===== src/hdl/arp_cache_responder_assert.svh =====
// Assertion macros shared by the ARP cache and responder RTL.
`ifndef ARP_CACHE_RESPONDER_ASSERT_SVH
`define ARP_CACHE_RESPONDER_ASSERT_SVH
`ifndef SYNTH
`define ASSERT_HOLDS(lbl, clk, rst_n, prop, msg) \
  lbl: assert property (@(posedge clk) disable iff (!rst_n) (prop)) else $error(msg);
`define ASSERT_SAME(lbl, clk, rst_n, ante, cons, msg) \
  lbl: assert property (@(posedge clk) disable iff (!rst_n) (ante) |-> (cons)) else $error(msg);
`define ASSERT_NEXT(lbl, clk, rst_n, ante, cons, msg) \
  lbl: assert property (@(posedge clk) disable iff (!rst_n) (ante) |=> (cons)) else $error(msg);
`else
`define ASSERT_HOLDS(lbl, clk, rst_n, prop, msg)
`define ASSERT_SAME(lbl, clk, rst_n, ante, cons, msg)
`define ASSERT_NEXT(lbl, clk, rst_n, ante, cons, msg)
`endif
`endif


===== src/hdl/arpc_pkg.sv =====
// Types and constants of the ARP cache and responder.
package arpc_pkg;

  localparam int unsigned IP_W  = 32;
  localparam int unsigned MAC_W = 48;

  // Result status codes.
  localparam logic [1:0] ST_CACHED = 2'd0;
  localparam logic [1:0] ST_REPLY  = 2'd1;
  localparam logic [1:0] ST_SHORT  = 2'd2;
  localparam logic [1:0] ST_LOOKUP = 2'd3;

  // Request kinds.
  localparam logic OPC_PACKET = 1'b0;
  localparam logic OPC_LOOKUP = 1'b1;

  localparam logic [15:0] ARP_REQ_CODE     = 16'd1;
  localparam logic [10:0] MIN_PACKET_BYTES = 11'd28;

  // Configuration register indexes.
  localparam logic CFG_OWN_IP  = 1'b0;
  localparam logic CFG_OWN_MAC = 1'b1;

  // A search token that walks the cell row, one cell per cycle.
  typedef struct packed {
    logic             active;
    logic             lookup;
    logic             done;
    logic [IP_W-1:0]  ip;
    logic [MAC_W-1:0] mac;
  } probe_t;

  // Direct write into a cell, used for the overwrite of slot 0.
  typedef struct packed {
    logic             en;
    logic [IP_W-1:0]  ip;
    logic [MAC_W-1:0] mac;
  } cell_wr_t;

endpackage


===== src/hdl/arpc_cell.sv =====
// One cache entry of the ARP cache row, with its stage of the search token.
module arpc_cell
  import arpc_pkg::*;
(
  input  logic     clk,
  input  logic     rst_n,
  input  probe_t   probe_i,
  input  cell_wr_t wr_i,
  output probe_t   probe_o
);

`include "arp_cache_responder_assert.svh"

  logic             valid_r;
  logic [IP_W-1:0]  ip_r;
  logic [MAC_W-1:0] mac_r;
  probe_t           probe_r;
  probe_t           probe_nxt;
  logic             claim;
  logic             wr_en;

  always_comb begin
    // A store claims the first free entry; a lookup claims the first match.
    if (probe_i.lookup) begin
      claim = probe_i.active && !probe_i.done && valid_r && (ip_r == probe_i.ip);
    end else begin
      claim = probe_i.active && !probe_i.done && !valid_r;
    end
    probe_nxt = probe_i;
    if (claim) begin
      probe_nxt.done = 1'b1;
      if (probe_i.lookup) begin
        probe_nxt.mac = mac_r;
      end
    end
    wr_en = wr_i.en || (claim && !probe_i.lookup);
  end

  always_ff @(posedge clk) begin
    if (!rst_n) begin
      valid_r <= 1'b0;
      probe_r <= '0;
    end else begin
      probe_r <= probe_nxt;
      if (wr_en) begin
        valid_r <= 1'b1;
      end
    end
  end

  always_ff @(posedge clk) begin
    if (wr_i.en) begin
      ip_r  <= wr_i.ip;
      mac_r <= wr_i.mac;
    end else if (wr_en) begin
      ip_r  <= probe_i.ip;
      mac_r <= probe_i.mac;
    end
  end

  assign probe_o = probe_r;

  `ASSERT_NEXT(a_store_fills, clk, rst_n, probe_i.active && !probe_i.done && !probe_i.lookup && !valid_r, valid_r, "store passed a free entry without filling it")
  `ASSERT_NEXT(a_done_sticky, clk, rst_n, probe_i.active && probe_i.done, probe_r.done, "search token lost its done mark")
  `ASSERT_SAME(a_token_moves, clk, rst_n, probe_r.active, $past(probe_i.active), "search token appeared without an upstream token")

endmodule


===== src/hdl/arp_cache_responder.sv =====
// Top level of the ARP cache and responder: control, configuration and the cell row.
//
// The block keeps CACHE_ENTRIES IPv4-to-MAC entries in a row of cells. A request
// is accepted at a rising edge where start is high and busy is low. A request is
// either a received ARP packet (in_opcode low) or a cache lookup (in_opcode high).
// A packet shorter than the minimum ARP length is dropped; its result shows in
// the cycle after acceptance and the block stays free. Any other request launches a
// search token into the row that moves one cell per cycle: a store claims the
// first free entry, a lookup picks up the MAC of the first valid matching entry.
// If a store finds no free entry, slot 0 is overwritten when the token leaves the
// row. The result of such a request is on the out_ ports for one cycle, marked by
// out_valid, and is registered from the token as it leaves the row. Busy stays
// high until the result is shown, so one request is in work at a time. The
// receiver cannot stall: out_valid is a strobe. The configuration channel is
// always ready; register 0 is own_ip, register 1 is own_mac, which only the
// downstream reply builder needs, so the write is taken and not kept here. Reset
// clears every valid mark and the own IP; the stored addresses are left as they
// are.
module arp_cache_responder
  import arpc_pkg::*;
#(
  parameter int unsigned CACHE_ENTRIES = 16
) (
  input  logic             clk,
  input  logic             rst_n,
  input  logic             start,
  output logic             busy,
  input  logic             in_opcode,
  input  logic [10:0]      in_frame_length,
  input  logic [15:0]      in_arp_operation,
  input  logic [IP_W-1:0]  in_src_ip,
  input  logic [MAC_W-1:0] in_src_mac,
  input  logic [IP_W-1:0]  in_dst_ip,
  input  logic [IP_W-1:0]  in_lookup_ip,
  output logic             out_valid,
  output logic [1:0]       out_status,
  output logic             out_hit,
  output logic [MAC_W-1:0] out_found_mac,
  output logic [MAC_W-1:0] out_reply_mac,
  output logic [IP_W-1:0]  out_reply_ip,
  input  logic             cfg_valid,
  output logic             cfg_ready,
  input  logic             cfg_index,
  input  logic [MAC_W-1:0] cfg_data
);

`include "arp_cache_responder_assert.svh"

  typedef enum logic {
    S_IDLE,
    S_SCAN
  } state_t;

  state_t           state_r;
  probe_t           launch_r;
  logic             reply_r;
  logic [IP_W-1:0]  own_ip_r;
  logic             out_valid_r;
  logic [1:0]       out_status_r;
  logic             out_hit_r;
  logic [MAC_W-1:0] out_found_mac_r;
  logic [MAC_W-1:0] out_reply_mac_r;
  logic [IP_W-1:0]  out_reply_ip_r;

  probe_t           chain [CACHE_ENTRIES+1];
  cell_wr_t         slot0_wr;
  logic             accept;
  logic             is_short;
  logic             reply_due;
  probe_t           chain_end;

  assign busy      = (state_r != S_IDLE);
  assign cfg_ready = 1'b1;
  assign accept    = start && !busy;
  assign is_short  = (in_frame_length < MIN_PACKET_BYTES);
  assign reply_due = (in_arp_operation == ARP_REQ_CODE) && (in_dst_ip == own_ip_r);
  assign chain_end = chain[CACHE_ENTRIES];

  // A store that found no free entry overwrites slot 0 as the token leaves.
  always_comb begin
    slot0_wr.en  = (state_r == S_SCAN) && chain_end.active && !chain_end.lookup &&
                   !chain_end.done;
    slot0_wr.ip  = chain_end.ip;
    slot0_wr.mac = chain_end.mac;
  end

  assign chain[0] = launch_r;

  for (genvar g = 0; g < CACHE_ENTRIES; g++) begin : g_cell
    arpc_cell u_cell (
      .clk     (clk),
      .rst_n   (rst_n),
      .probe_i (chain[g]),
      .wr_i    ((g == 0) ? slot0_wr : cell_wr_t'('0)),
      .probe_o (chain[g+1])
    );
  end

  // Configuration writes.
  always_ff @(posedge clk) begin
    if (!rst_n) begin
      own_ip_r <= '0;
    end else if (cfg_valid) begin
      unique case (cfg_index)
        CFG_OWN_IP: begin
          own_ip_r <= cfg_data[IP_W-1:0];
        end
        CFG_OWN_MAC: begin
          // The reply's sender address is filled in downstream.
        end
        default: begin
        end
      endcase
    end
  end

  // Control sequence and registered result.
  always_ff @(posedge clk) begin
    if (!rst_n) begin
      state_r         <= S_IDLE;
      launch_r.active <= 1'b0;
      out_valid_r     <= 1'b0;
    end else begin
      launch_r.active <= 1'b0;
      out_valid_r     <= 1'b0;
      unique case (state_r)
        S_IDLE: begin
          if (accept) begin
            launch_r.lookup <= (in_opcode == OPC_LOOKUP);
            launch_r.done   <= 1'b0;
            reply_r         <= reply_due;
            if (in_opcode == OPC_LOOKUP) begin
              launch_r.active <= 1'b1;
              launch_r.ip     <= in_lookup_ip;
              launch_r.mac    <= '0;
              state_r         <= S_SCAN;
            end else if (is_short) begin
              // A short packet leaves the table alone.
              out_valid_r     <= 1'b1;
              out_status_r    <= ST_SHORT;
              out_hit_r       <= 1'b0;
              out_found_mac_r <= '0;
              out_reply_mac_r <= '0;
              out_reply_ip_r  <= '0;
            end else begin
              launch_r.active <= 1'b1;
              launch_r.ip     <= in_src_ip;
              launch_r.mac    <= in_src_mac;
              state_r         <= S_SCAN;
            end
          end
        end
        S_SCAN: begin
          if (chain_end.active) begin
            out_valid_r <= 1'b1;
            state_r     <= S_IDLE;
            if (chain_end.lookup) begin
              out_status_r    <= ST_LOOKUP;
              out_hit_r       <= chain_end.done;
              out_found_mac_r <= chain_end.done ? chain_end.mac : '0;
              out_reply_mac_r <= '0;
              out_reply_ip_r  <= '0;
            end else begin
              out_status_r    <= reply_r ? ST_REPLY : ST_CACHED;
              out_hit_r       <= 1'b0;
              out_found_mac_r <= '0;
              out_reply_mac_r <= reply_r ? chain_end.mac : '0;
              out_reply_ip_r  <= reply_r ? chain_end.ip : '0;
            end
          end
        end
        default: begin
          state_r <= S_IDLE;
        end
      endcase
    end
  end

  assign out_valid     = out_valid_r;
  assign out_status    = out_status_r;
  assign out_hit       = out_hit_r;
  assign out_found_mac = out_found_mac_r;
  assign out_reply_mac = out_reply_mac_r;
  assign out_reply_ip  = out_reply_ip_r;

  `ASSERT_NEXT(a_accept_progress, clk, rst_n, start && !busy, busy || out_valid, "accepted request neither started a search nor gave a result")
  `ASSERT_SAME(a_token_in_scan, clk, rst_n, chain_end.active, state_r == S_SCAN, "search token left the row while no request was in work")
  `ASSERT_SAME(a_hit_lookup_only, clk, rst_n, out_valid && (out_status != ST_LOOKUP), !out_hit, "hit reported for a packet result")

endmodule

===== config.mk =====
export PLATFORM = sky130hd
export DESIGN_NAME = arp_cache_responder
export DESIGN_NICKNAME = d
export VERILOG_FILES = /design/src/hdl/arpc_pkg.sv /design/src/hdl/arpc_cell.sv /design/src/hdl/arp_cache_responder.sv
export VERILOG_INCLUDE_DIRS = /design/src /design/src/hdl
export SDC_FILE = /design/constraint.sdc
export NUM_CORES = 2
export LEC_CHECK = 0
export BUFFER_PORTS_ARGS = -buffer_cell sky130_fd_sc_hd__buf_2
export CAP_MARGIN = 20
export CORE_ASPECT_RATIO = 0.7
export CORE_MARGIN = 5
export CORE_UTILIZATION = 50
export DETAILED_ROUTE_END_ITERATION = 12
export GPL_TIMING_DRIVEN = 0
export PLACE_DENSITY = 0.64
export SLEW_MARGIN = 20
export SYNTH_ARGS = -nofsm -noshare
export SYNTH_HDL_FRONTEND = slang
export SYNTH_SLANG_ARGS = --single-unit

===== constraint.sdc =====
create_clock -name clk -period 13.7 [get_ports clk]
set_clock_uncertainty 0.2 [all_clocks]
set_input_delay 2.055 -clock clk [delete_from_list [all_inputs] [get_ports clk]]
set_output_delay 2.055 -clock clk [all_outputs]
set_load 0.02 [all_outputs]

# Word level (Yosys, flattened, before mapping)

Cells that the tools add are included.

Register bits after elaboration: 2872
Bits of input ports: 225
Output and inout bits: 134
Word-level logic and storage cells: 421

Order comparisons: 1
Equality and inequality tests: 23
Mux-type cells: 111
Bitwise logic cells: 4
Reduce and logical (&&, ||, !) cells: 141

Operators by type and width:

| cell                | number |
|---|---|
| $mux 48             | 43 |
| $eq 32x32->1        | 17 |
| $mux 32             | 8 |
| $pmux 48 s2         | 2 |
| $mux 80             | 2 |
| $logic_and 1x1->1   | 84 |
| $pmux 32 s2         | 1 |
| $logic_not 1->1     | 50 |
| $mux 1              | 46 |
| $eq 16x1->1 const B | 1 |
| $lt 11x5->1 const B | 1 |
| $mux 2              | 5 |
| $ne 2x2->1 const B  | 4 |
| $pmux 1 s2          | 3 |
| $reduce_and 5->1    | 1 |
| $not 1->1           | 4 |
| $pmux 2 s2          | 1 |
| $reduce_and 4->1    | 1 |
| $reduce_and 3->1    | 1 |
| $reduce_or 3->1     | 1 |
| $ne 2x1->1 const B  | 1 |
| $reduce_and 2->1    | 1 |
| $reduce_bool 2->1   | 1 |
| $logic_or 1x1->1    | 1 |

# Logic depth before layout (Yosys ltp)

Word-level depth: 7
Depth in mapped cells: 9

# Cells and area by module

Synthesis repeated with hierarchy kept, for this count alone.

Cells, all modules: 8656
Area, all modules: 115015.3 sq um

By module, submodules not included:

| module              | times used | cells an instance | area each (sq um) |
|---|---|---|---|
| arpc_cell           | 16         | 500               | 6578.8 |
| arp_cache_responder | 1          | 656               | 9754.4 |

# Worst setup path before layout

No wires, ideal clock.

Kind: input -> register
From: input in_opcode
To: register out_found_mac_r[0], in the netlist out_found_mac[0], enable pin
Setup time: 0.623 ns
Arrival: 8.322 ns
Data required time: 12.877 ns
Slack: 4.555 ns
Stages: 6
Buffers on the path: 1
Cells stage by stage: clkbuf_1 > nor4_1 > nand3_1 > nor3b_1 > a21oi_1 > nor2_1

Longest elaborated chain between the ends: 2

Ends and longest elaborated chain:

| item                              | RTL line                   | text |
|---|---|---|
| from (decl)                       | arp_cache_responder.sv:28  | `input logic in_opcode,` |
| $ne 2x2->1 (no source line)       | n/a                        |  |
| $reduce_and 5->1 (no source line) | n/a                        |  |
| to (signal assigned)              | arp_cache_responder.sv:160 | `out_found_mac_r <= chain_end.done ? chain_end.mac : '0;` |
| to (decl)                         | arp_cache_responder.sv:61  | `logic [MAC_W-1:0] out_found_mac_r;` |

Every way passes these cells.
A chain may end at the register's enable or synchronous reset.

# Final worst setup path

From: input rst_n
To: register out_reply_mac_r[11], in the netlist out_reply_mac[11], enable pin

Longest elaborated chain between the ends: 1

Ends and longest elaborated chain:

| item                              | RTL line                   | text |
|---|---|---|
| from (decl)                       | arp_cache_responder.sv:25  | `input logic rst_n,` |
| $reduce_and 5->1 (no source line) | n/a                        |  |
| to (signal assigned)              | arp_cache_responder.sv:167 | `out_reply_mac_r <= reply_r ? chain_end.mac : '0;` |
| to (decl)                         | arp_cache_responder.sv:62  | `logic [MAC_W-1:0] out_reply_mac_r;` |

Every way passes these cells.

==> metrics.sh <==
STATUS='complete, no violations'
CLOCK_TREE_FROM_TRITONCTS='done'
INITIAL_UTILIZATION_PCT=50.1
WORST_SLEW_MARGIN_REL_PCT=22.4
FILLERINSTANCES=15434
PERIOD_SHARE_PCT=35.0
CTS_REPAIR_RESIZE_COUNT=0
DP_WORST_SETUP_SLACK_NS=7.95
POSTCTSHOLDBUFS=0
CHIPHEIGHT_UM=380
IO-PIN-COUNT=359
GRTUSAGETOTAL_PCT=22.1
ROUTED-VIA-COUNT=53747
TRITONCTS.NUM_BUFFERS=280
SYNTHESIS.AREA_UM2=98000
POST-ROUTE-WORST-SETUP-SLACK_NS=8.91
FMAX_MHz=209
WORST_SETUP_PATH_START_KIND='primary input'
SYNTH-COMPOUND-AREA-SHARE_PCT=2.66
YS_SEQ_ELEMENTS=2872
SYNTH_TOP_FAMILY_BY_AREA='simple AND/OR/NAND/NOR gates'
PLACE.GP.CONGESTION=0.858
IRDROPWORSTVDD_mV=0.156
WORST_SLEW_PIN_SLEW_NS=1.16
ROUTE.DETAILED.VIAS_PER_INST=5.18
SYNTH_TOP_CELLS_BY_AREA='sky130_fd_sc_hd__edfxtp_1, sky130_fd_sc_hd__dfxtp_1, sky130_fd_sc_hd__mux2i_1, sky130_fd_sc_hd__and2_1, sky130_fd_sc_hd__xor2_1'
CTS.SINK_COUNT=2872
SYNTHARSTFLOPSHARE_PCT=0
ANTENNA_VIOLATING_NETS_POST_ROUTE=0
YS.WARNINGS.COUNT=0
FINALWIRELENGTH_UM=231000
SYNTH.YOSYS.SEQ_AREA_SHARE_PCT=73.9
CORE_AREA_UM2=196000
TOTALNEGATIVESETUPSLACK_NS=0
MULTI_INPUT_COMB_AREA_UM2=24200
TIMING.CRITICAL_PATH.ARRIVAL_NS=5.22
HP-CLASS='reg2reg'
FINAL_LAYOUT_SIZE_SUFFIX_GT1_SHARE_PCT=13.2
SETUP-VIOLATIONS-FINAL=0
PORT-BUFFER-COUNT=339
FINALMAXSLEWVIOLATIONS=0
GRT_FIRST_PASS_WIRELENGTH_UM=344000
LAYOUT.CORE_UTILIZATION_PCT=58.0
CLOCK_PATH_BUFFERS=4
HTREE_NUM_LEVELS=5
DESIGN.FINAL.NETS=7764
FINAL_CELL_MIX='sky130_fd_sc_hd__edfxtp_1, sky130_fd_sc_hd__dfxtp_1, sky130_fd_sc_hd__nor2_1, sky130_fd_sc_hd__and2_1, sky130_fd_sc_hd__mux2i_1'
FIRST_ITER_VIOLATIONS=5024
SYNTHESIS.AREA_PER_INSTANCE_UM2=14.3
FINAL-HOLD-VIOLATION-COUNT=0
TIMING.CRITICAL_PATH.REQUIRED_NS=14.13
SYNTH_XOR_AREA_SHARE_PCT=4.61
GRT_START_MAX_NET_PINS=54
DP.FINAL_HPWL_UM=170000
WORST-PATH-MAX-FANOUT=25
CLOCKROOTBUFFER='sky130_fd_sc_hd__clkbuf_16'
DOMINANT_REGISTER_CELL_IN_THE_SYNTHESIZED_NETLIST='sky130_fd_sc_hd__edfxtp_1'
EDFF_COUNT_SYNTH=1493
MOST_FREQUENT_STANDARD_CELL_IN_THE_LAYOUT_EXCLUDING_FILL_AND_TAP_CELLS='sky130_fd_sc_hd__edfxtp_1'
YOSYSTOPAREACELL='sky130_fd_sc_hd__edfxtp_1'
GRT_SETUP_UNREPAIRED='no'
FIRST_GLOBAL_VIAS=53088
MAX_CAP_VIOL_COUNT=0
LAYOUT_STAGE_AREA_GROWTH_OVER_THE_SYNTHESIS_RESULT_PCT=15.9
TIMING.FINAL.CRIT_PERIOD_NS=4.79
DIE-WIDTH_UM=539
SYN_INST=6856
SYNTH.TOP_CELL.AREA_SHARE_PCT=45.7
CRITICALPATHCATEGORY='in2reg'
HOLD_WS_NS=0.196
SYNTH_NETS=7081
SYNTH_SIMPLE_GATE_AREA_SHARE_PCT=9.99
POWER.LEAKAGE_nW=40.5
GRT_REMAINING_OVERFLOW=0
CLOCK_PIN_SLEW_REPORTED_FOR_THE_WORST_SETUP_AND_HOLD_PATHS_AFTER_CLOCK_TREE_SYNTHESIS_NS=0.06
DRC=0
POST_DRT_WL_PER_CELL_UM=22.3
SYNTHADDERAREAFRAC_PCT=0
INITIAL_ANTENNA_VIOLATION_COUNT=25
CRITPATHCAPTURETYPE='flop'
DETAIL_ROUTE.FIRST_PASS.ITERATIONS=6
CLK_LATENCY_NS=0.89
SYNTHDISTINCTLIBCELLS=55
FF_LATCH_AREA_UM2=72400
PORTION_OF_NETLIST_AREA_OCCUPIED_BY_MUX_CELLS_PCT=7.17
POWER_DENSITY_nW_PER_UM2=148
PLACEMENTROWS=136
POSTCTSSETUPBUFFERS=0
AREA_ENCLOSED_BY_THE_DIE_BOUNDARY_UM2=205000
## registers in the layout (all words and copies together) (netlist names), 2 cells and up
register,count
g_cell.u_cell.probe_o,1328
g_cell.u_cell.mac_r,768
g_cell.u_cell.ip_r,512
chain,82
out_found_mac,48
out_reply_mac,48
out_reply_ip,32
own_ip_r,32
g_cell.u_cell.valid_r,16
out_status,2
## cell usage after synthesis (2+ instances only)
| library cell | instances |
|---|---|
| sky130_fd_sc_hd__a21boi_1 | 2 |
| sky130_fd_sc_hd__a22o_1 | 2 |
| sky130_fd_sc_hd__clkbuf_1 | 261 |
| sky130_fd_sc_hd__o21ai_0 | 94 |
| sky130_fd_sc_hd__nand2b_1 | 11 |
| sky130_fd_sc_hd__mux2i_1 | 576 |
| sky130_fd_sc_hd__nand4bb_1 | 2 |
| sky130_fd_sc_hd__dfxtp_1 | 1379 |
| sky130_fd_sc_hd__nor3_1 | 32 |
| sky130_fd_sc_hd__and2_1 | 645 |
| sky130_fd_sc_hd__buf_2 | 39 |
| sky130_fd_sc_hd__or2_2 | 4 |
| sky130_fd_sc_hd__buf_6 | 7 |
| sky130_fd_sc_hd__edfxtp_1 | 1493 |
| sky130_fd_sc_hd__nand3_1 | 218 |
| sky130_fd_sc_hd__nor3b_1 | 3 |
| sky130_fd_sc_hd__and3_1 | 12 |
| sky130_fd_sc_hd__nor4_2 | 2 |
| sky130_fd_sc_hd__mux2_2 | 112 |
| sky130_fd_sc_hd__nand2_1 | 81 |
| sky130_fd_sc_hd__a221oi_1 | 3 |
| sky130_fd_sc_hd__or3_1 | 7 |
| sky130_fd_sc_hd__a2111oi_0 | 3 |
| sky130_fd_sc_hd__o2111a_1 | 4 |
| sky130_fd_sc_hd__inv_1 | 50 |
| sky130_fd_sc_hd__buf_1 | 6 |
| sky130_fd_sc_hd__a21oi_1 | 241 |
| sky130_fd_sc_hd__nor2_1 | 664 |
| sky130_fd_sc_hd__nor2b_1 | 54 |
| sky130_fd_sc_hd__nand4_1 | 44 |
| sky130_fd_sc_hd__buf_4 | 20 |
| sky130_fd_sc_hd__inv_2 | 3 |
| sky130_fd_sc_hd__xnor2_1 | 126 |
| sky130_fd_sc_hd__xor2_1 | 390 |
| sky130_fd_sc_hd__o2111ai_1 | 2 |
| sky130_fd_sc_hd__or4_1 | 3 |
| sky130_fd_sc_hd__nor4_1 | 105 |
| sky130_fd_sc_hd__o221ai_1 | 3 |
| sky130_fd_sc_hd__a21boi_0 | 10 |
| sky130_fd_sc_hd__and4_1 | 4 |
| sky130_fd_sc_hd__o21a_1 | 8 |
| sky130_fd_sc_hd__a222oi_1 | 3 |
| sky130_fd_sc_hd__nand3b_1 | 8 |
| sky130_fd_sc_hd__o21ai_1 | 109 |
## layout make-up
class                   count  share of cell area (%)
clock buffers             408                    7.16
diodes                      8                  0.0176
flip-flops and latches   2872                    63.8
repair buffers            401                    2.82
clock inverters            82                   0.619
inverters                  54                   0.178
multi-input cells        3597                    21.3
well taps                2622                    2.89
plain buffers             333                    1.26
## worst paths after layout
check                           cells past startpoint                          from  slack (ns)                    endpoint
worst max-delay path                                9                         rst_n        8.91           out_reply_mac[11]
worst min-delay path                                0  g_cell[7].u_cell.probe_o[42]        0.20  g_cell[8].u_cell.mac_r[42]
worst max register to register                     10    g_cell[10].u_cell.ip_r[31]        9.29  g_cell[10].u_cell.mac_r[9]
worst min register to register                      0  g_cell[7].u_cell.probe_o[42]        0.20  g_cell[8].u_cell.mac_r[42]
## per-stage QoR
stage | std cells | cell area [um^2] | power (mW)
after floorplan | 6856 | 98000 | 9.44
after global placement | 9817 | 103000 | 9.57
after detailed placement | 9879 | 105000 | 9.58
after CTS | 10369 | 114000 | 16.9
after global routing | 10370 | 114000 | 17.4
final | 10377 | 114000 | 16.8
## where the power goes
| part | total [mW] | switching (mW) | internal (mW) |
|---|---|---|---|
| clock | 7.43 | 3.12 | 4.31 |
| combinational | 0.283 | 0.183 | 0.0994 |
| sequential | 9.11 | 0.0501 | 9.06 |
| total | 16.8 | 3.35 | 13.5 |
## routing by layer
| metal | share of wire, % | up-vias | GRT usage (%) |
|---|---|---|---|
| met1 | 50 | 26308 | 36.3 |
| met4 | 1.9 | 4 | 4.64 |
| met5 | 0.012 | - | 0 |
| li1 | - | 25299 | - |
| met3 | 8.2 | 300 | 5.44 |
| met2 | 39 | 1836 | 29.4 |
## cells by family (layout without fill, tap and decap cells)
kind of cell,count (synthesis),count (layout)
multiplexers,688,688
XOR/XNOR,516,516
AO/OA/AOI/OAI,490,490
AND/OR/NAND/NOR,1902,1902
other,1,9
flip-flops,2872,2872
buffers and inverters,387,1278
## worst max-delay path, stage by stage
cell,delay (ns)
sky130_fd_sc_hd__buf_2,0.13
sky130_fd_sc_hd__inv_2,0.24
sky130_fd_sc_hd__clkbuf_1,0.85
sky130_fd_sc_hd__buf_1,0.84
sky130_fd_sc_hd__nor2_4,0.24
sky130_fd_sc_hd__buf_16,0.24
sky130_fd_sc_hd__buf_16,0.18
sky130_fd_sc_hd__buf_12,0.18
sky130_fd_sc_hd__buf_16,0.18
Power figures use the tool's default switching activity.
